`src/sv/ptcm_pkg.sv`:
```
// ----------------------------------------------------------------------------
// ptcm_pkg
// shared types and constants of the planar texture coordinate mapper
// ----------------------------------------------------------------------------
package ptcm_pkg;

  // texture sizes, powers of two
  localparam int unsigned TEX_WIDTH  = 64;
  localparam int unsigned TEX_HEIGHT = 64;
  localparam int unsigned SHIFT_U    = $clog2(TEX_WIDTH);
  localparam int unsigned SHIFT_V    = $clog2(TEX_HEIGHT);

  // queue between front and back, power of two
  localparam int unsigned QDEPTH = 4;
  localparam int unsigned QPTR_W = $clog2(QDEPTH);

  localparam int unsigned IN_W  = 144;
  localparam int unsigned OUT_W = 64;
  localparam int unsigned CFG_IDX_W = 3;

  typedef enum logic [CFG_IDX_W-1:0] {
    CFG_OFFSET_U      = 3'd0,
    CFG_OFFSET_V      = 3'd1,
    CFG_RECIP_SCALE_U = 3'd2,
    CFG_RECIP_SCALE_V = 3'd3,
    CFG_COS_ANGLE     = 3'd4,
    CFG_SIN_ANGLE     = 3'd5
  } cfg_idx_e;

  typedef struct packed {
    logic signed [31:0] offset_u;
    logic signed [31:0] offset_v;
    logic signed [31:0] recip_scale_u;
    logic signed [31:0] recip_scale_v;
    logic signed [15:0] cos_angle;
    logic signed [15:0] sin_angle;
  } cfg_t;

  // projected plane point, v may reach 2^31
  typedef struct packed {
    logic signed [32:0] h;
    logic signed [32:0] v;
  } plane_t;

  typedef struct packed {
    logic full;
    logic empty;
  } q_stat_t;

  typedef struct packed {
    logic pop;
    logic s1_vld;
  } back_stat_t;

endpackage

```
`src/sv/ptcm_queue.sv`:
```
// ----------------------------------------------------------------------------
// ptcm_queue
// small register queue between the front and the back
// ----------------------------------------------------------------------------
module ptcm_queue import ptcm_pkg::*; (
  input  logic    clk_i,
  input  logic    rst_ni,
  input  logic    push_i,
  input  plane_t  item_i,
  input  logic    pop_i,
  output plane_t  head_o,
  output q_stat_t stat_o
);

  plane_t            mem_q [QDEPTH];
  logic [QPTR_W-1:0] wr_ptr_q, wr_ptr_d;
  logic [QPTR_W-1:0] rd_ptr_q, rd_ptr_d;
  logic [QPTR_W:0]   cnt_q, cnt_d;

  assign head_o       = mem_q[rd_ptr_q];
  assign stat_o.empty = (cnt_q == '0);
  assign stat_o.full  = (cnt_q == (QPTR_W+1)'(QDEPTH));

  always_comb begin
    wr_ptr_d = push_i ? wr_ptr_q + 1'b1 : wr_ptr_q;
    rd_ptr_d = pop_i  ? rd_ptr_q + 1'b1 : rd_ptr_q;
    cnt_d    = cnt_q;
    if (push_i && !pop_i) begin
      cnt_d = cnt_q + 1'b1;
    end else if (pop_i && !push_i) begin
      cnt_d = cnt_q - 1'b1;
    end
  end

  always_ff @(posedge clk_i or negedge rst_ni) begin
    if (!rst_ni) begin
      wr_ptr_q <= '0;
      rd_ptr_q <= '0;
      cnt_q    <= '0;
    end else begin
      wr_ptr_q <= wr_ptr_d;
      rd_ptr_q <= rd_ptr_d;
      cnt_q    <= cnt_d;
    end
  end

  always_ff @(posedge clk_i) begin
    if (push_i) begin
      mem_q[wr_ptr_q] <= item_i;
    end
  end

endmodule

```
`config.mk`:
```
export PLATFORM = sky130hd
export DESIGN_NAME = ptcm_queue
export DESIGN_NICKNAME = d
export VERILOG_FILES = /design/src/sv/ptcm_pkg.sv /design/src/sv/ptcm_queue.sv
export SDC_FILE = /design/constraint.sdc
export NUM_CORES = 1
export LEC_CHECK = 0
export BUFFER_PORTS_ARGS = -buffer_cell sky130_fd_sc_hd__buf_4
export CAP_MARGIN = 20
export CELL_PAD_IN_SITES_DETAIL_PLACEMENT = 1
export CELL_PAD_IN_SITES_GLOBAL_PLACEMENT = 1
export CORE_MARGIN = 2
export CORE_UTILIZATION = 50
export CTS_BUF_LIST = sky130_fd_sc_hd__clkbuf_4
export DETAILED_ROUTE_END_ITERATION = 8
export PLACE_DENSITY = 0.76
export SLEW_MARGIN = 20
export SYNTH_ARGS = -nofsm -noshare
export SYNTH_HDL_FRONTEND = slang
export SYNTH_SLANG_ARGS = --single-unit
```
`constraint.sdc`:
```
create_clock -name clk_i -period 3.2 [get_ports clk_i]
set_clock_uncertainty 0.1 [all_clocks]
set_input_delay 0.64 -clock clk_i [delete_from_list [all_inputs] [get_ports clk_i]]
set_output_delay 0.64 -clock clk_i [all_outputs]
set_load 0.02 [all_outputs]
```
==> results of run 1 <==
-- logic make-up (layout without fill, tap and decap cells) --
kind of cell / Yosys count / count (layout)
compound gates: 1 / 1
xor+xnor: 6 / 6
fa+ha+maj: 6 / 6
buf+inv: 19 / 267
flops: 271 / 271
mux: 67 / 67
other cells: 0 / 2
simple gates: 9 / 9
-- worst paths after layout --
kind | to | slack (ps) | cells after the start
worst max register to register | mem_q[0][24] | 1250 | 4
worst min-delay path | mem_q[0][45] | 80 | 1
max in group asynchronous | rd_ptr_q[1] | 2580 | 2
worst max-delay path | head_o[19] | 270 | 3
min in group asynchronous | wr_ptr_q[1] | 240 | 2
worst min register to register | cnt_q[2] | 410 | 1
-- synthesized netlist by cell type, types with 2 or more instances --
| master | n |
|---|---|
| ha_1 | 5 |
| mux4_2 | 66 |
| xor2_1 | 4 |
| buf_2 | 4 |
| buf_1 | 3 |
| buf_12 | 3 |
| xnor2_1 | 2 |
| edfxtp_1 | 264 |
| nand2_1 | 2 |
| dfrtp_1 | 7 |
| buf_4 | 4 |
| and2_1 | 4 |
| inv_1 | 4 |
-- flip-flops by register name, summed over array words and instances, names as in the netlist --
name / count
mem_q: 264
cnt_q: 3
rd_ptr_q: 2
wr_ptr_q: 2
-- power by group through the flow --
stage,Combinational [W],Clock (W),Sequential (W)
floorplan,0.00255,0,0.00486
global placement,0.00388,0,0.00491
detailed placement,0.00394,0,0.00498
CTS,0.00397,0.00304,0.00492
global route,0.00413,0.00320,0.00497
finish,0.00386,0.00292,0.00490
-- metal layers --
layer / global-route usage (%) / routed length, µm
met1: 24.5 / 7820
met2: 32.5 / 10100
met3: 6.23 / 1340
met4: 8.56 / 448
met5: 0 / 0
-- metrics by stage --
| step | hold slack, ps | setup slack (ps) | cells | utilization [%] | total power [W] |
|---|---|---|---|---|---|
| 6_report | 82.1 | 268 | 894 | 62.8 | 0.0117 |
| 2_1_floorplan | 244 | 478 | 379 | - | 0.00742 |
| 3_5_place_dp | 360 | 896 | 774 | 58.2 | 0.00893 |
| 4_1_cts | 12.7 | 181 | 892 | 62.8 | 0.0119 |
| 3_3_place_gp | 358 | 899 | 774 | 58.2 | 0.00880 |
| 5_1_grt | 30.6 | 119 | 894 | 62.8 | 0.0123 |
-- what timing repair did --
item,4_1_cts,5_1_grt
buffers inserted,0,0
hold endpoints to repair,7,0
hold buffers,1,0
-- cell type report --
type	count	area, µm²	share of cell area, %
Multi-Input combinational cell	89	1700	13.9
Antenna cell	2	5.00	0.0409
Tap cell	265	332	2.71
Timing Repair Buffer	146	1190	9.70
Clock inverter	14	109	0.890
Inverter	4	15.0	0.123
Sequential cell	271	8110	66.3
Clock buffer	103	773	6.32
==> flow_metrics.tcl, run 1 <==
set metrics [dict create \
    synthXorXnorAreaFrac_pct 0.529 \
    cts-buffers-inserted 70 \
    yosysWarningCount 0 \
    die_width_um 145 \
    yosysTopAreaCell "edfxtp_1" \
    fin_crit_sh_pct 91.6 \
    post_dp_cell_area_um2 11300 \
    synth.area.mux_share_pct 15.1 \
    status "complete, no violations" \
    yosysTopAreaCellShare_pct 79.8 \
    drt_iter0_drc 238 \
    synth_flop_cell "edfxtp_1" \
    hpwl_um 11900 \
    avgSynthCellArea_um2 26.2 \
    n_fill_cell 1646 \
    synthesis.area_um2 9940 \
    cts_max_path_buffers 3 \
    wl_um 19700 \
    crit_chain "buf_12, mux4_2, buf_4" \
    area_growth_pct 23.0 \
    clockRootBuffer "clkbuf_4" \
    dieArea_um2 21000 \
    tns_ps 0 \
    worstHoldStart "item_i[45]" \
    ys_ff_latch 271 \
    p_sw_share_pct 30.9 \
    p_switching_w 0.00361 \
    hp-class "in -> reg" \
    clk_pin_slew_ps 70 \
    final_area_um2 12200 \
    syn_nets 455 \
    synth_edf_count 264 \
    antenna_left 0 \
    combPwrFrac_pct 33.0 \
    antenna_found_initial 2 \
    die_y_um 145 \
    wire_per_inst_um 22.0 \
    synth_cell_types 20 \
    firstDrtPassIters 4 \
    start_kind "register" \
    async_flop_share_pct 2.58 \
    crit_fanout 42 \
    nets 658 \
    final_common_cell "edfxtp_1" \
    pwr_density_cell_nw_per_um2 956 \
    synthAdderAreaFrac_pct 0.831 \
    ir_drop_uv 572 \
    worst_ep_required_time_ps 2460 \
    critPathLaunch "rd_ptr_q[0]" \
    clock-sinks 271 \
    core_um2 19500 \
    grt_pass1_vias 5527 \
    ios 138 \
    num_vias 4730 \
    rr_startpoint "wr_ptr_q[1]" \
    synth_simple_gate_area_share_pct 0.491 \
    relSlewSlack_pct 61.2 \
    grt_pass1_wl_um 31400 \
    power_frac_clock_pct 25.0 \
    cp_top_family "multiplexers" \
    slew_viol_final 0 \
    seq_power_share_pct 42.0 \
    yosysSeqAreaShare_pct 81.5 \
    synthCells 379 \
    clock.fmax_ghz 0.341 \
    power.leakage_nw 4.31 \
    worst_pin_slew_ps 582 \
    cpPeakStageDelay_ps 590 \
    rsz0062_at_grt "false" \
    crit_slowest_cell "mux4_2" \
    io_buffers 137 \
    worst-path-buf-inv 2 \
    htreeDepth 3 \
    gr-total-overflow 0 \
    worst-endpoint-arrival_ps 2190 \
    clk_latency_ps 650 \
    drc 0 \
    grt_usage_pct 19.8 \
    layout_common_cells "264 x edfxtp_1, 138 x buf_4, 103 x clkbuf_4, 66 x mux4_2" \
    maxCapViolCount 0 \
    drive_gt1_share_pct 52.3 \
    cts_tree "yes" \
    initial_core_util_pct 51.1 \
    grt_max_degree 43 \
    cts_resized 0 \
    period_needed_ps 2930 \
    yosys-top-cells-area "edfxtp_1 80%, mux4_2 15%, dfrtp_1 1.8%, ha_1 0.63%, buf_12 0.60%" \
    crit_type "reg -> out" \
    vias_per_cell 5.29 \
    setup_viol 0 \
    synth_top_family_by_area "multiplexers" \
    synth_compound_area_share_pct 0.0504 \
    p_int_w 0.00807 \
    hold_viol 0 \
    fp-row-count 51 \
    place_congestion 0.696 \
    end_kind "output port" \
]
Power figures use the tool's default switching activity.
==> run 2: changes to the inputs <==
ABC_AREA = 1   (was not set)
CORE_UTILIZATION = 49   (was 50)
PLACE_DENSITY = 0.78   (was 0.76)
==> flow_metrics.tcl, run 2 <==
set metrics [dict create \
    power_w 0.0128 \
    cts-buffers-inserted 74 \
    synthesis.area_um2 11100 \
    avgSynthCellArea_um2 13.6 \
    ys_ff_latch 271 \
    vias_per_cell 5.07 \
    drc 0 \
    clk_pin_slew_ps 70 \
    largest_reg_flops 264 \
    power.leakage_nw 5.43 \
    ir_drop_uv 508 \
    combPwrFrac_pct 38.7 \
    gr-total-overflow 0 \
    crit_chain "buf_12, nand2_1, o211ai_1, nand2_1, buf_4" \
    wl_um 23700 \
    top_regs "mem_q (264), cnt_q (3)" \
    slew_viol_final 0 \
    die_y_um 155 \
    cpPeakStageDelay_ps 610 \
    pwr_density_cell_nw_per_um2 971 \
    place_congestion 0.734 \
    cp_num_cells 5 \
    final_common_cell "edfxtp_1" \
    core_um2 22500 \
    end_kind "output port" \
    clk_latency_ps 640 \
    regMostFlops "mem_q" \
    cpMostUsedCell "nand2_1" \
    reg2reg_to "mem_q[3][55]" \
    p_int_w 0.00802 \
    dieArea_um2 23900 \
    start_kind "register" \
    crit_slowest_cell "dfrtp_4" \
    cts_tree "yes" \
    hold_viol 0 \
    relSlewSlack_pct 62.3 \
    fin_crit_sh_pct 93.0 \
    power_frac_clock_pct 23.0 \
    syn_nets 894 \
    io_buffers 137 \
    cp_top_family "flip-flops" \
    wire_per_inst_um 17.8 \
    grt_max_degree 107 \
    maxCapViolCount 0 \
    worst_ep_required_time_ps 2460 \
    firstDrtPassIters 4 \
    rr_startpoint "wr_ptr_q[0]" \
    finalCoreUtilization_pct 58.6 \
    whs_ps 84.9 \
    initial_core_util_pct 49.5 \
    ys_top_cells_by_count "264 x edfxtp_1, 211 x nand2_1, 143 x inv_1, 101 x o211ai_1, 31 x o211ai_2" \
    cp-endpoint "head_o[42]" \
    worst_pin_slew_ps 566 \
    grt_pass1_wl_um 37800 \
    clock.fmax_ghz 0.336 \
    p_sw_share_pct 37.4 \
    rsz0062_at_grt "false" \
    num_vias 6749 \
    fp-row-count 55 \
    reg2reg_depth 4 \
    n_fill_cell 2280 \
    tns_ps 0 \
    area_growth_pct 18.4 \
    async_flop_share_pct 2.58 \
    period_needed_ps 2980 \
    seq_power_share_pct 38.3 \
    synth_edf_count 264 \
    cts_max_path_buffers 3 \
    grt_usage_pct 20.5 \
    ios 138 \
    synth_flop_cell "edfxtp_1" \
    p_switching_w 0.00479 \
    post_dp_cell_area_um2 12300 \
    postCtsSetupBuffers 0 \
    yosys-top-cells-area "edfxtp_1 71%, nand2_1 7.1%, o211ai_1 6.8%, inv_1 4.8%, o211ai_2 3.5%" \
    grt_pass1_vias 7344 \
    worst-path-buf-inv 2 \
    htreeDepth 3 \
    antenna_found_initial 1 \
    hpwl_um 13900 \
    nets 1075 \
    yosysWarningCount 0 \
    critPathLaunch "rd_ptr_q[0]" \
    yosysSeqAreaShare_pct 72.8 \
    drt_iter0_drc 302 \
    synthCells 818 \
    yosysTopAreaCell "edfxtp_1" \
    synth_most_common_cell "edfxtp_1" \
    antenna_left 0 \
    reg2reg_slack_ps 1290 \
    layout_common_cells "264 x edfxtp_1, 211 x nand2_1, 144 x buf_4, 139 x inv_1, 107 x clkbuf_4" \
    clockRootBuffer "clkbuf_4" \
    setup_viol 0 \
    status "complete, no violations" \
    worst-endpoint-arrival_ps 2240 \
    hp-class "in -> reg" \
    die_width_um 155 \
    clock-sinks 271 \
    final_area_um2 13200 \
    yosysTopAreaCellShare_pct 71.2 \
    drive_gt1_share_pct 28.9 \
    crit_fanout 104 \
    crit_type "reg -> out" \
    synth_cell_types 19 \
]
==> run 2: changes by cell type after synthesis, moves of 2 or more <==
cell,delta
clkbuf_1,+5
buf_6,+27
buf_2,+2
mux4_2,-66
buf_12,-3
nand2_1,+209
o211ai_2,+31
buf_4,+2
buf_1,-3
o211ai_1,+101
and2_1,-4
inv_1,+139
==> run 2: worst min-delay path by stage <==
stage / start / to / depth (start not counted)
final: item_i[38] / mem_q[2][38] / 1
after global routing: item_i[38] / mem_q[1][38] / 1
after CTS: item_i[20] / mem_q[2][20] / 1
after detailed placement: rst_ni / cnt_q[0] / 1
after global placement: rst_ni / cnt_q[0] / 1
after floorplan: rst_ni / cnt_q[0] / 0
==> run 2: cells by family (layout without fill, tap and decap cells) <==
family / Yosys count / in the layout / synth area share, %
AOI/OAI and AO/OA: 133 / 133 / 10.3
xor gates and xnor gates: 4 / 4 / 0.315
adders and majority gates: 6 / 6 / 0.742
buffers and inverters: 189 / 417 / 8.53
DFF: 271 / 271 / 72.8
other: 0 / 1 / 0
and+or+nand+nor: 215 / 215 / 7.30
==> run 2: layout make-up <==
| cell class | instances | area, µm² | area share [%] |
|---|---|---|---|
| flip-flops and latches | 271 | 8110 | 61.5 |
| clock buffers | 107 | 803 | 6.09 |
| multi-input cells | 358 | 2080 | 15.8 |
| clock inverters | 16 | 93.8 | 0.712 |
| well taps | 285 | 357 | 2.71 |
| inverters | 144 | 541 | 4.10 |
| repair buffers | 150 | 1190 | 9.04 |
| diodes | 1 | 2.50 | 0.0190 |
==> run 2: per-stage QoR <==
stage,std cells,worst slack [ps]
2_1_floorplan,818,462
4_1_cts,1331,150
3_3_place_gp,1207,956
5_1_grt,1332,30.2
3_5_place_dp,1207,884
6_report,1332,224
==> run 2: worst register-to-register path, cell delays in order, from the launching register on <==
cell	delay, ps
dfrtp_1	410
ha_1	170
nand2_1	60
inv_2	390
buf_12	370
==> run 2: repair_timing <==
item	in CTS	in global routing
hold buffers	1	0
endpoints found under the hold margin	7	0
gates resized for setup	0	0
==> run 2: power by group through the flow <==
stage	Clock (W)	Sequential, W	Combinational, W
after floorplan	0	0.00489	0.00346
after global placement	0	0.00493	0.00490
after detailed placement	0	0.00498	0.00504
after CTS	0.00305	0.00491	0.00507
after global routing	0.00325	0.00496	0.00541
final	0.00294	0.00490	0.00496
==> run 2: routing by layer <==
metal  vias to the layer above  wire (µm)  GRT usage, %
li1                       3242          -             -
met1                      3301       9650          23.4
met2                       169      12400          37.0
met3                        37       1170          5.13
met4                         0        481          8.16
met5                         -          0             0
