### src/sv/ptcm_pkg.sv
// ----------------------------------------------------------------------------
// ptcm_pkg
// shared types and constants of the planar texture coordinate mapper
// ----------------------------------------------------------------------------
package ptcm_pkg;

  // texture sizes, powers of two
  localparam int unsigned TEX_WIDTH  = 64;
  localparam int unsigned TEX_HEIGHT = 64;
  localparam int unsigned SHIFT_U    = $clog2(TEX_WIDTH);
  localparam int unsigned SHIFT_V    = $clog2(TEX_HEIGHT);

  // queue between front and back, power of two
  localparam int unsigned QDEPTH = 4;
  localparam int unsigned QPTR_W = $clog2(QDEPTH);

  localparam int unsigned IN_W  = 144;
  localparam int unsigned OUT_W = 64;
  localparam int unsigned CFG_IDX_W = 3;

  typedef enum logic [CFG_IDX_W-1:0] {
    CFG_OFFSET_U      = 3'd0,
    CFG_OFFSET_V      = 3'd1,
    CFG_RECIP_SCALE_U = 3'd2,
    CFG_RECIP_SCALE_V = 3'd3,
    CFG_COS_ANGLE     = 3'd4,
    CFG_SIN_ANGLE     = 3'd5
  } cfg_idx_e;

  typedef struct packed {
    logic signed [31:0] offset_u;
    logic signed [31:0] offset_v;
    logic signed [31:0] recip_scale_u;
    logic signed [31:0] recip_scale_v;
    logic signed [15:0] cos_angle;
    logic signed [15:0] sin_angle;
  } cfg_t;

  // projected plane point, v may reach 2^31
  typedef struct packed {
    logic signed [32:0] h;
    logic signed [32:0] v;
  } plane_t;

  typedef struct packed {
    logic full;
    logic empty;
  } q_stat_t;

  typedef struct packed {
    logic pop;
    logic s1_vld;
  } back_stat_t;

endpackage

### src/sv/ptcm_front.sv
// ----------------------------------------------------------------------------
// ptcm_front
// input handshake and projection plane selection from the face normal
// ----------------------------------------------------------------------------
module ptcm_front import ptcm_pkg::*; (
  input  logic            s_axis_tvalid,
  output logic            s_axis_tready,
  // point_x, point_y, point_z, normal_x, normal_y, normal_z
  input  logic [IN_W-1:0] s_axis_tdata,
  input  q_stat_t         q_stat_i,
  output logic            push_o,
  output plane_t          item_o
);

  logic signed [31:0] px, py, pz;
  logic signed [16:0] nx, ny, nz;
  logic        [16:0] ax, ay, az;

  assign px = s_axis_tdata[31:0];
  assign py = s_axis_tdata[63:32];
  assign pz = s_axis_tdata[95:64];
  assign nx = {s_axis_tdata[111], s_axis_tdata[111:96]};
  assign ny = {s_axis_tdata[127], s_axis_tdata[127:112]};
  assign nz = {s_axis_tdata[143], s_axis_tdata[143:128]};

  assign ax = (nx < 0) ? 17'(-nx) : 17'(nx);
  assign ay = (ny < 0) ? 17'(-ny) : 17'(ny);
  assign az = (nz < 0) ? 17'(-nz) : 17'(nz);

  assign s_axis_tready = !q_stat_i.full;
  assign push_o        = s_axis_tvalid && !q_stat_i.full;

  always_comb begin
    if (ax >= ay && ax >= az) begin
      item_o.h = 33'(py);
      item_o.v = -33'(pz);
    end else if (ay >= az) begin
      item_o.h = 33'(px);
      item_o.v = -33'(pz);
    end else begin
      item_o.h = 33'(px);
      item_o.v = -33'(py);
    end
  end

endmodule

### config.mk
export PLATFORM = sky130hd
export DESIGN_NAME = ptcm_front
export DESIGN_NICKNAME = d
export VERILOG_FILES = /design/src/sv/ptcm_pkg.sv /design/src/sv/ptcm_front.sv
export SDC_FILE = /design/constraint.sdc
export NUM_CORES = 1
export LEC_CHECK = 0
export BUFFER_PORTS_ARGS = -buffer_cell sky130_fd_sc_hd__buf_2
export CORE_ASPECT_RATIO = 0.8
export CORE_MARGIN = 10
export CORE_UTILIZATION = 35
export DETAILED_ROUTE_END_ITERATION = 7
export GPL_TIMING_DRIVEN = 0
export PLACE_DENSITY = 0.64
export SLEW_MARGIN = 10
export SYNTH_ARGS = -nofsm -noshare
export SYNTH_HDL_FRONTEND = slang
export SYNTH_SLANG_ARGS = --single-unit
### constraint.sdc
create_clock -name vclk -period 14.9
set_clock_uncertainty 0.15 [all_clocks]
set_input_delay 2.98 -clock vclk [all_inputs]
set_output_delay 2.98 -clock vclk [all_outputs]
set_load 0.02 [all_outputs]
==> tab_implementation.tex, run 1 <==
\begin{tabular}{lr}
\hline
Metric & Value \\
\hline
\multicolumn{2}{l}{\textbf{Setup path}} \\
\quad Max stage delay cell, worst path & sky130\_fd\_sc\_hd\_\_or4\_1 \\
\quad Critical path capture point type & output port \\
\quad Type of the worst setup path & input port to output port \\
\quad Cell-by-cell listing of the critical path & buf\_2 > nor2\_1 > nand2\_1 > or2\_2 > or3b\_2 > or4\_1 > ha\_1 > and4\_1 > a31oi\_1 > o221ai\_1 > a31o\_1 > maj3\_2 > a211oi\_4 > buf\_4 > mux2i\_1 > buf\_2 \\
\quad Startpoint type of the worst setup path & input port \\
\quad Highest net fanout along the worst path & 10 \\
\quad Most common cell on crit path & sky130\_fd\_sc\_hd\_\_buf\_2 \\
\quad Arrival time of data at the critical path endpoint & 7560 ps \\
\quad Longest individual stage delay on the worst path & 540 ps \\
\quad Worst path required time & 11770 ps \\
\multicolumn{2}{l}{\textbf{Worst hold path}} \\
\quad Hold Path Class & input port to output port \\
\quad WHS Path Cells & 3 \\
\quad Min-Delay Endpoint & s\_axis\_tready \\
\quad Start point of the worst hold path & q\_stat\_i[1] \\
\multicolumn{2}{l}{\textbf{Synth}} \\
\quad Number of warning messages in the yosys log & 0 \\
\quad Area contributors post-synth & sky130\_fd\_sc\_hd\_\_ha\_1 (17\%), sky130\_fd\_sc\_hd\_\_xnor2\_1 (11\%), sky130\_fd\_sc\_hd\_\_xor2\_1 (10\%) \\
\quad Post-synth cell types & 57 \\
\quad Cell types with the highest counts after synthesis & sky130\_fd\_sc\_hd\_\_ha\_1 (52), sky130\_fd\_sc\_hd\_\_nand2\_1 (49), sky130\_fd\_sc\_hd\_\_xnor2\_1 (49) \\
\quad Most instantiated library cell after synthesis & sky130\_fd\_sc\_hd\_\_ha\_1 \\
\quad Mean Syn Cell Area & 7.44 um\^{}2 \\
\quad Number of standard cells after synthesis & 528 \\
\quad Sequential element share of the synthesized area & 0\% \\
\quad Synth area leader & sky130\_fd\_sc\_hd\_\_ha\_1 \\
\quad Post-synth top area share & 16.6\% \\
\quad Netlist area before placement & 3930 um\^{}2 \\
\multicolumn{2}{l}{\textbf{Outcome}} \\
\quad Run status & finished, final reports clean \\
\multicolumn{2}{l}{\textbf{Detailed routing}} \\
\quad Count of nets left with antenna violations after detail routing & 0 \\
\quad Number of vias after detailed routing & 4605 \\
\quad Residual DRC count & 0 \\
\quad Routed wire length & 15700 um \\
\quad Average via count per standard cell & 5.17 \\
\quad Average wire per standard cell & 17.6 um \\
\quad Iteration-0 DRC count of the detailed router & 281 \\
\quad Number of search-and-repair iterations in the first detailed-routing pass & 5 \\
\multicolumn{2}{l}{\textbf{Placement}} \\
\quad Worst setup slack before clock tree synthesis & 4250 ps \\
\quad HPWL Detailed & 14200 um \\
\quad Number of placed cells counting well taps & 890 \\
\quad Total cell area at the placement stage & 5190 um\^{}2 \\
\quad PortBufs & 214 \\
\quad Global placer's final weighted congestion & 0.887 \\
\multicolumn{2}{l}{\textbf{CTS}} \\
\quad Post-CTS Setup Repair Bufs & 0 \\
\quad Cells resized by post-CTS repair & 0 \\
\quad CTS Hold Bufs & 0 \\
\multicolumn{2}{l}{\textbf{Run}} \\
\quad Total of max-cap violations & 0 \\
\multicolumn{2}{l}{\textbf{STA}} \\
\quad Total count of hold-check failures in the final report & 0 \\
\quad Minimum period implied by the final worst setup slack & 10690 ps \\
\quad Final setup fails & 0 \\
\quad Max-Slew Margin vs Limit & 53.1\% \\
\quad RSZ-0062 raised after global routing & no \\
\quad Worst Slack Setup Final & 4210 ps \\
\quad Period Utilization, post-route & 71.7\% \\
\quad Final Slew Violations & 0 \\
\quad Final TNS setup & 0 ps \\
\quad FMAX & 93.6 MHz \\
\quad Slew at the pin with the worst max-slew slack & 697 ps \\
\multicolumn{2}{l}{\textbf{Floorplanning}} \\
\quad Die area & 15900 um\^{}2 \\
\quad Starting Density & 35.9\% \\
\quad Ports placed on the boundary & 215 \\
\quad Placement row count & 34 \\
\quad Floorplan die width & 138 um \\
\quad Area of the core & 10900 um\^{}2 \\
\quad Die height & 115 um \\
\multicolumn{2}{l}{\textbf{Finish}} \\
\quad Final nets & 947 \\
\quad Register cell area after layout & 0 um\^{}2 \\
\quad Share of layout cells above drive strength 1 & 35.7\% \\
\quad Clock buf count & 0 \\
\quad Design Area, Final & 5190 um\^{}2 \\
\quad Synthesis-to-finish area growth & 32.2\% \\
\quad Fill cell total of the finished layout & 1095 \\
\quad Seq Cell Count & 0 \\
\quad Antenna diode count & 0 \\
\quad Final cell count without fillers & 890 \\
\multicolumn{2}{l}{\textbf{GRT}} \\
\quad Overflow left after global routing & 0 \\
\quad Number of global-route vias before repair & 4575 \\
\quad Maximum number of pins on one net before global-route repair & 11 \\
\quad Antenna violations before repair & 0 \\
\quad Total routing usage reported by global routing & 17.6\% \\
\quad Wire length of the first global-routing pass & 23900 um \\
\multicolumn{2}{l}{\textbf{Pwr}} \\
\quad Power per unit of standard cell area & 48.6 nW/um\^{}2 \\
\quad Leakage power figure & 2.55 nW \\
\quad Total Power Consumption & 0.252 mW \\
\quad IR drop worst, VDD & 0.0000259 V \\
\hline
\end{tabular}
[worst max-delay path by stage]
| stage | slack [ps] | start | endpoint |
|---|---|---|---|
| 6_report | 4210 | s_axis_tdata[130] | item_o[20] |
| 5_1_grt | 3960 | s_axis_tdata[130] | item_o[20] |
| 4_1_cts | 4240 | s_axis_tdata[130] | item_o[20] |
| 3_5_place_dp | 4250 | s_axis_tdata[130] | item_o[20] |
| 3_3_place_gp | 4270 | s_axis_tdata[130] | item_o[20] |
| 2_1_floorplan | 4920 | s_axis_tdata[130] | item_o[10] |
[metrics by stage]
step	util (%)	hold WS, ps
6_report	47.5	6080
3_3_place_gp	47.5	6070
3_5_place_dp	47.5	6080
4_1_cts	47.5	6080
5_1_grt	47.5	6100
2_1_floorplan	-	5890
[critical path, delay by kind of cell]
family,cells,cell delay (ps)
AO/OA/AOI/OAI,4,950
adder cells (fa/ha/maj),2,630
buffers and inverters,3,660
multiplexers,1,370
AND/OR/NAND/NOR,6,1940
[layer usage]
layer / vias up / share of wire, % / track usage (%)
li1: 2357 / - / -
met1: 2125 / 46 / 24.4
met2: 119 / 47 / 29.8
met3: 4 / 5.9 / 2.22
met4: 0 / 0.38 / 0.842
met5: - / 0 / 0
[placed cells by master, fill, tap and decap left out, types with 2 or more instances in the layout]
cell | synthesis | final
sky130_fd_sc_hd__mux2_2 | 35 | 35
sky130_fd_sc_hd__and3_1 | 2 | 2
sky130_fd_sc_hd__or3_1 | 9 | 9
sky130_fd_sc_hd__a31oi_1 | 3 | 3
sky130_fd_sc_hd__conb_1 | 2 | 6
sky130_fd_sc_hd__a211oi_1 | 4 | 4
sky130_fd_sc_hd__nand4_1 | 8 | 8
sky130_fd_sc_hd__nand2b_1 | 7 | 7
sky130_fd_sc_hd__nor3_1 | 24 | 24
sky130_fd_sc_hd__clkbuf_1 | 3 | 3
sky130_fd_sc_hd__o211ai_1 | 3 | 3
sky130_fd_sc_hd__nand2_1 | 49 | 49
sky130_fd_sc_hd__buf_4 | 3 | 3
sky130_fd_sc_hd__mux2i_1 | 30 | 30
sky130_fd_sc_hd__buf_2 | 3 | 217
sky130_fd_sc_hd__o21ai_0 | 16 | 16
sky130_fd_sc_hd__a21o_1 | 6 | 6
sky130_fd_sc_hd__a21oi_1 | 15 | 15
sky130_fd_sc_hd__ha_1 | 52 | 52
sky130_fd_sc_hd__nand3b_1 | 6 | 6
sky130_fd_sc_hd__xor2_1 | 46 | 46
sky130_fd_sc_hd__a41oi_1 | 2 | 2
sky130_fd_sc_hd__nor4_1 | 12 | 12
sky130_fd_sc_hd__or2_2 | 3 | 3
sky130_fd_sc_hd__o31ai_1 | 11 | 11
sky130_fd_sc_hd__xnor2_1 | 49 | 49
sky130_fd_sc_hd__or4_1 | 8 | 8
sky130_fd_sc_hd__inv_1 | 31 | 31
sky130_fd_sc_hd__a2111oi_0 | 2 | 2
sky130_fd_sc_hd__nand3_1 | 6 | 6
sky130_fd_sc_hd__o41ai_1 | 5 | 5
sky130_fd_sc_hd__and4_1 | 3 | 3
sky130_fd_sc_hd__nor2b_1 | 4 | 4
sky130_fd_sc_hd__nor2_1 | 43 | 43
[cell families (layout without fill, tap and decap cells)]
logic type	count (synthesis)	count (layout)	synth area share, %
buffers and inverters	42	256	4.59
AOI/OAI and AO/OA	78	78	14.1
xor gates and xnor gates	95	95	21.2
other	2	6	0.191
muxes	66	66	18.0
and+or+nand+nor	191	191	24.9
adders and majority gates	54	54	17.1
[layout make-up]
cell class                      count  area, um^2  area share [%]
Multi-Input combinational cell    490        3760            72.4
Tap cell                          144         180            3.47
Timing Repair Buffer              214        1070            20.6
Buffer                             11        63.8            1.23
Inverter                           31         116            2.24
[report_power, final]
part	leakage [nW]	switching [mW]	internal, mW
logic	2.55	0.147	0.105
clock network	0	0	0
registers	0	0	0
total	2.55	0.147	0.105
Note: power is estimated with default switching activity, not from simulation.
==> inputs of run 2 (changes only) <==
--- a/config.mk
+++ b/config.mk
@@ -5,6 +5,7 @@
 export SDC_FILE = /design/constraint.sdc
 export NUM_CORES = 1
 export LEC_CHECK = 0
+export ABC_AREA = 1
 export BUFFER_PORTS_ARGS = -buffer_cell sky130_fd_sc_hd__buf_2
 export CORE_ASPECT_RATIO = 0.8
 export CORE_MARGIN = 10
==> constraint.sdc (replaced) <==
create_clock -name vclk -period 9.4
set_clock_uncertainty 0.15 [all_clocks]
set_input_delay 1.88 -clock vclk [all_inputs]
set_output_delay 1.88 -clock vclk [all_outputs]
set_load 0.02 [all_outputs]
==> run 2 against run 1 <==
- global-route usage increased by 0.63 points
- via count up 24%
- synthesized area rose by 21%
- worst setup slack worse by 2400 ps
- non-clock buffer count rose by 6
- sequential cell count unchanged
- power grew 94%
- cell area up 16%
- core utilization down 1.3 points
- synthesized cell count grew 57%
- largest power group unchanged
- worst hold slack got worse by 2200 ps
==> tab_implementation.tex, run 2 <==
\begin{tabular}{lr}
\hline
Metric & Value \\
\hline
\multicolumn{2}{l}{\textbf{Floorplanning}} \\
\quad Die height & 124 um \\
\quad Die area & 18600 um\^{}2 \\
\quad Ports placed on the boundary & 215 \\
\quad Floorplan die width & 150 um \\
\quad Area of the core & 13100 um\^{}2 \\
\quad Placement row count & 37 \\
\quad Starting Density & 36.3\% \\
\multicolumn{2}{l}{\textbf{STA}} \\
\quad Final setup fails & 0 \\
\quad Period Utilization, post-route & 80.4\% \\
\quad Worst Slack Setup Final & 1840 ps \\
\quad Final TNS setup & 0 ps \\
\quad Total count of hold-check failures in the final report & 0 \\
\quad Max-Slew Margin vs Limit & 59.7\% \\
\quad Final Slew Violations & 0 \\
\quad Worst hold margin & 3870 ps \\
\quad FMAX & 132 MHz \\
\quad RSZ-0062 raised after global routing & no \\
\quad Slew at the pin with the worst max-slew slack & 605 ps \\
\quad Minimum period implied by the final worst setup slack & 7560 ps \\
\multicolumn{2}{l}{\textbf{Placement}} \\
\quad Total cell area at the placement stage & 6040 um\^{}2 \\
\quad PortBufs & 212 \\
\quad HPWL Detailed & 16400 um \\
\quad Worst setup slack before clock tree synthesis & 1790 ps \\
\quad Global placer's final weighted congestion & 0.955 \\
\quad Number of placed cells counting well taps & 1221 \\
\multicolumn{2}{l}{\textbf{Synth}} \\
\quad Netlist area before placement & 4740 um\^{}2 \\
\quad Sequential element share of the synthesized area & 0\% \\
\quad Number of standard cells after synthesis & 830 \\
\quad Cell types with the highest counts after synthesis & sky130\_fd\_sc\_hd\_\_nand2\_1 (206), sky130\_fd\_sc\_hd\_\_inv\_1 (114), sky130\_fd\_sc\_hd\_\_xor2\_1 (79) \\
\quad Share of the synthesized netlist area taken by xor and xnor gates & 17.3\% \\
\quad Dominant combinational cell family by area after synthesis & simple AND/OR/NAND/NOR gates \\
\quad Post-Synth Adder-Cell Area & 13.7\% \\
\quad Most instantiated library cell after synthesis & sky130\_fd\_sc\_hd\_\_nand2\_1 \\
\quad Mean Syn Cell Area & 5.71 um\^{}2 \\
\quad Area contributors post-synth & sky130\_fd\_sc\_hd\_\_nand2\_1 (16\%), sky130\_fd\_sc\_hd\_\_xor2\_1 (15\%), sky130\_fd\_sc\_hd\_\_ha\_1 (14\%) \\
\quad Multiplexer fraction of the synthesized cell area & 0\% \\
\quad Post-synth cell types & 50 \\
\quad Fraction of the mapped netlist area in simple logic gates & 45.7\% \\
\quad Compound-cell area share of the yosys netlist & 9.71\% \\
\quad Number of warning messages in the yosys log & 0 \\
\quad Post-synth top area share & 16.3\% \\
\quad Synth area leader & sky130\_fd\_sc\_hd\_\_nand2\_1 \\
\multicolumn{2}{l}{\textbf{GRT}} \\
\quad Number of global-route vias before repair & 5451 \\
\quad Total routing usage reported by global routing & 18.2\% \\
\quad Maximum number of pins on one net before global-route repair & 11 \\
\quad Wire length of the first global-routing pass & 28100 um \\
\quad Overflow left after global routing & 0 \\
\quad Antenna violations before repair & 1 \\
\multicolumn{2}{l}{\textbf{Finish}} \\
\quad Synthesis-to-finish area growth & 27.4\% \\
\quad Final nets & 1247 \\
\quad Clock buf count & 0 \\
\quad Commonest cells after routing, fill and taps aside & sky130\_fd\_sc\_hd\_\_buf\_2 (215), sky130\_fd\_sc\_hd\_\_nand2\_1 (206), sky130\_fd\_sc\_hd\_\_inv\_1 (114), sky130\_fd\_sc\_hd\_\_xor2\_1 (79), sky130\_fd\_sc\_hd\_\_nor2\_1 (77) \\
\quad Seq Cell Count & 0 \\
\quad Most common cell after layout, fill and taps aside & sky130\_fd\_sc\_hd\_\_buf\_2 \\
\quad Share of layout cells above drive strength 1 & 28.6\% \\
\quad Fill cell total of the finished layout & 1460 \\
\quad Final cell count without fillers & 1222 \\
\quad Design Area, Final & 6040 um\^{}2 \\
\quad Register cell area after layout & 0 um\^{}2 \\
\quad Share of the core filled with cells in the final layout & 46.3\% \\
\multicolumn{2}{l}{\textbf{Detailed routing}} \\
\quad Routed length on met1 & 9460 um \\
\quad Routed wire length & 18100 um \\
\quad Average wire per standard cell & 14.8 um \\
\quad Residual DRC count & 0 \\
\quad Number of search-and-repair iterations in the first detailed-routing pass & 5 \\
\quad Number of vias after detailed routing & 5703 \\
\quad Topmost layer with routed signal wires & met4 \\
\quad Met2 routed wirelength & 7180 um \\
\quad Met3 Routed Length & 1410 um \\
\quad Count of nets left with antenna violations after detail routing & 0 \\
\quad Average via count per standard cell & 4.67 \\
\quad Iteration-0 DRC count of the detailed router & 364 \\
\multicolumn{2}{l}{\textbf{Outcome}} \\
\quad Run status & finished, final reports clean \\
\multicolumn{2}{l}{\textbf{Run}} \\
\quad Total of max-cap violations & 0 \\
\multicolumn{2}{l}{\textbf{Setup path}} \\
\quad Worst path required time & 7370 ps \\
\quad Highest net fanout along the worst path & 10 \\
\quad Startpoint type of the worst setup path & input port \\
\quad Critical path capture point type & output port \\
\quad Type of the worst setup path & input port to output port \\
\quad Arrival time of data at the critical path endpoint & 5530 ps \\
\multicolumn{2}{l}{\textbf{Pwr}} \\
\quad IR drop worst, VDD & 0.0000315 V \\
\quad Power per unit of standard cell area & 80.9 nW/um\^{}2 \\
\quad Total Power Consumption & 0.488 mW \\
\quad Leakage power figure & 3.43 nW \\
\multicolumn{2}{l}{\textbf{CTS}} \\
\quad Cells resized by post-CTS repair & 0 \\
\quad Post-CTS Setup Repair Bufs & 0 \\
\quad CTS Hold Bufs & 0 \\
\multicolumn{2}{l}{\textbf{Worst hold path}} \\
\quad Hold Path Class & input port to output port \\
\hline
\end{tabular}
## run 2: cell types whose count changed after synthesis, moves of 9 or more
cell                      previous run  this run
sky130_fd_sc_hd__inv_1              31       114
sky130_fd_sc_hd__mux2_2             35         0
sky130_fd_sc_hd__mux2i_1            30         0
sky130_fd_sc_hd__nand2_1            49       206
sky130_fd_sc_hd__nand2_2             0        29
sky130_fd_sc_hd__nand3_1             6        68
sky130_fd_sc_hd__nor2_1             43        77
sky130_fd_sc_hd__o21ai_1             0        19
sky130_fd_sc_hd__or3_1               9         0
sky130_fd_sc_hd__xnor2_1            49        13
sky130_fd_sc_hd__xor2_1             46        79
## run 2: worst paths after layout
kind / from / end / slack (ps) / depth (start not counted)
setup / recovery: s_axis_tdata[97] / item_o[65] / 1840 / 18
hold / removal: q_stat_i[1] / s_axis_tready / 3870 / 3
## run 2: critical path, stage by stage
cell and delay, ps:
sky130_fd_sc_hd__buf_2 100, sky130_fd_sc_hd__nor3_1 240, sky130_fd_sc_hd__nor3b_1 350, sky130_fd_sc_hd__nand4_1 150, sky130_fd_sc_hd__nand3b_1 210, sky130_fd_sc_hd__nor4_1 450, sky130_fd_sc_hd__ha_1 340, sky130_fd_sc_hd__nand4_1 110
sky130_fd_sc_hd__inv_1 60, sky130_fd_sc_hd__nand2_1 60, sky130_fd_sc_hd__nor4_1 40, sky130_fd_sc_hd__a41oi_1 210, sky130_fd_sc_hd__nand2_1 110, sky130_fd_sc_hd__nand2_4 130, sky130_fd_sc_hd__clkbuf_1 490, sky130_fd_sc_hd__o21ai_0 250
sky130_fd_sc_hd__buf_4 180, sky130_fd_sc_hd__buf_2 150
## run 2: area by class of cell
type                            count  area [um^2]  share of cell area (%)
Inverter                          123          469                    7.77
Antenna cell                        1         2.50                  0.0414
Multi-Input combinational cell    692         4120                    68.3
Tap cell                          175          219                    3.63
Timing Repair Buffer              212         1060                    17.6
Buffer                             19          163                    2.69
## run 2: kinds of logic after synthesis
kind of cell / count (synthesis)
simple gates: 460
buf+inv: 142
xor+xnor: 93
compound gates: 81
fa+ha+maj: 52
other cells: 2
## run 2: power by group
part | switching [mW] | leakage [nW] | internal (mW)
registers | 0 | 0 | 0
clock network | 0 | 0.00000634 | 0.0000000143
logic | 0.315 | 3.43 | 0.173
## run 2: per-layer routing
metal,vias up,track usage [%]
li1,3089,-
met1,2436,28.9
met2,176,26.2
met3,2,2.28
met4,0,0.667
met5,-,0
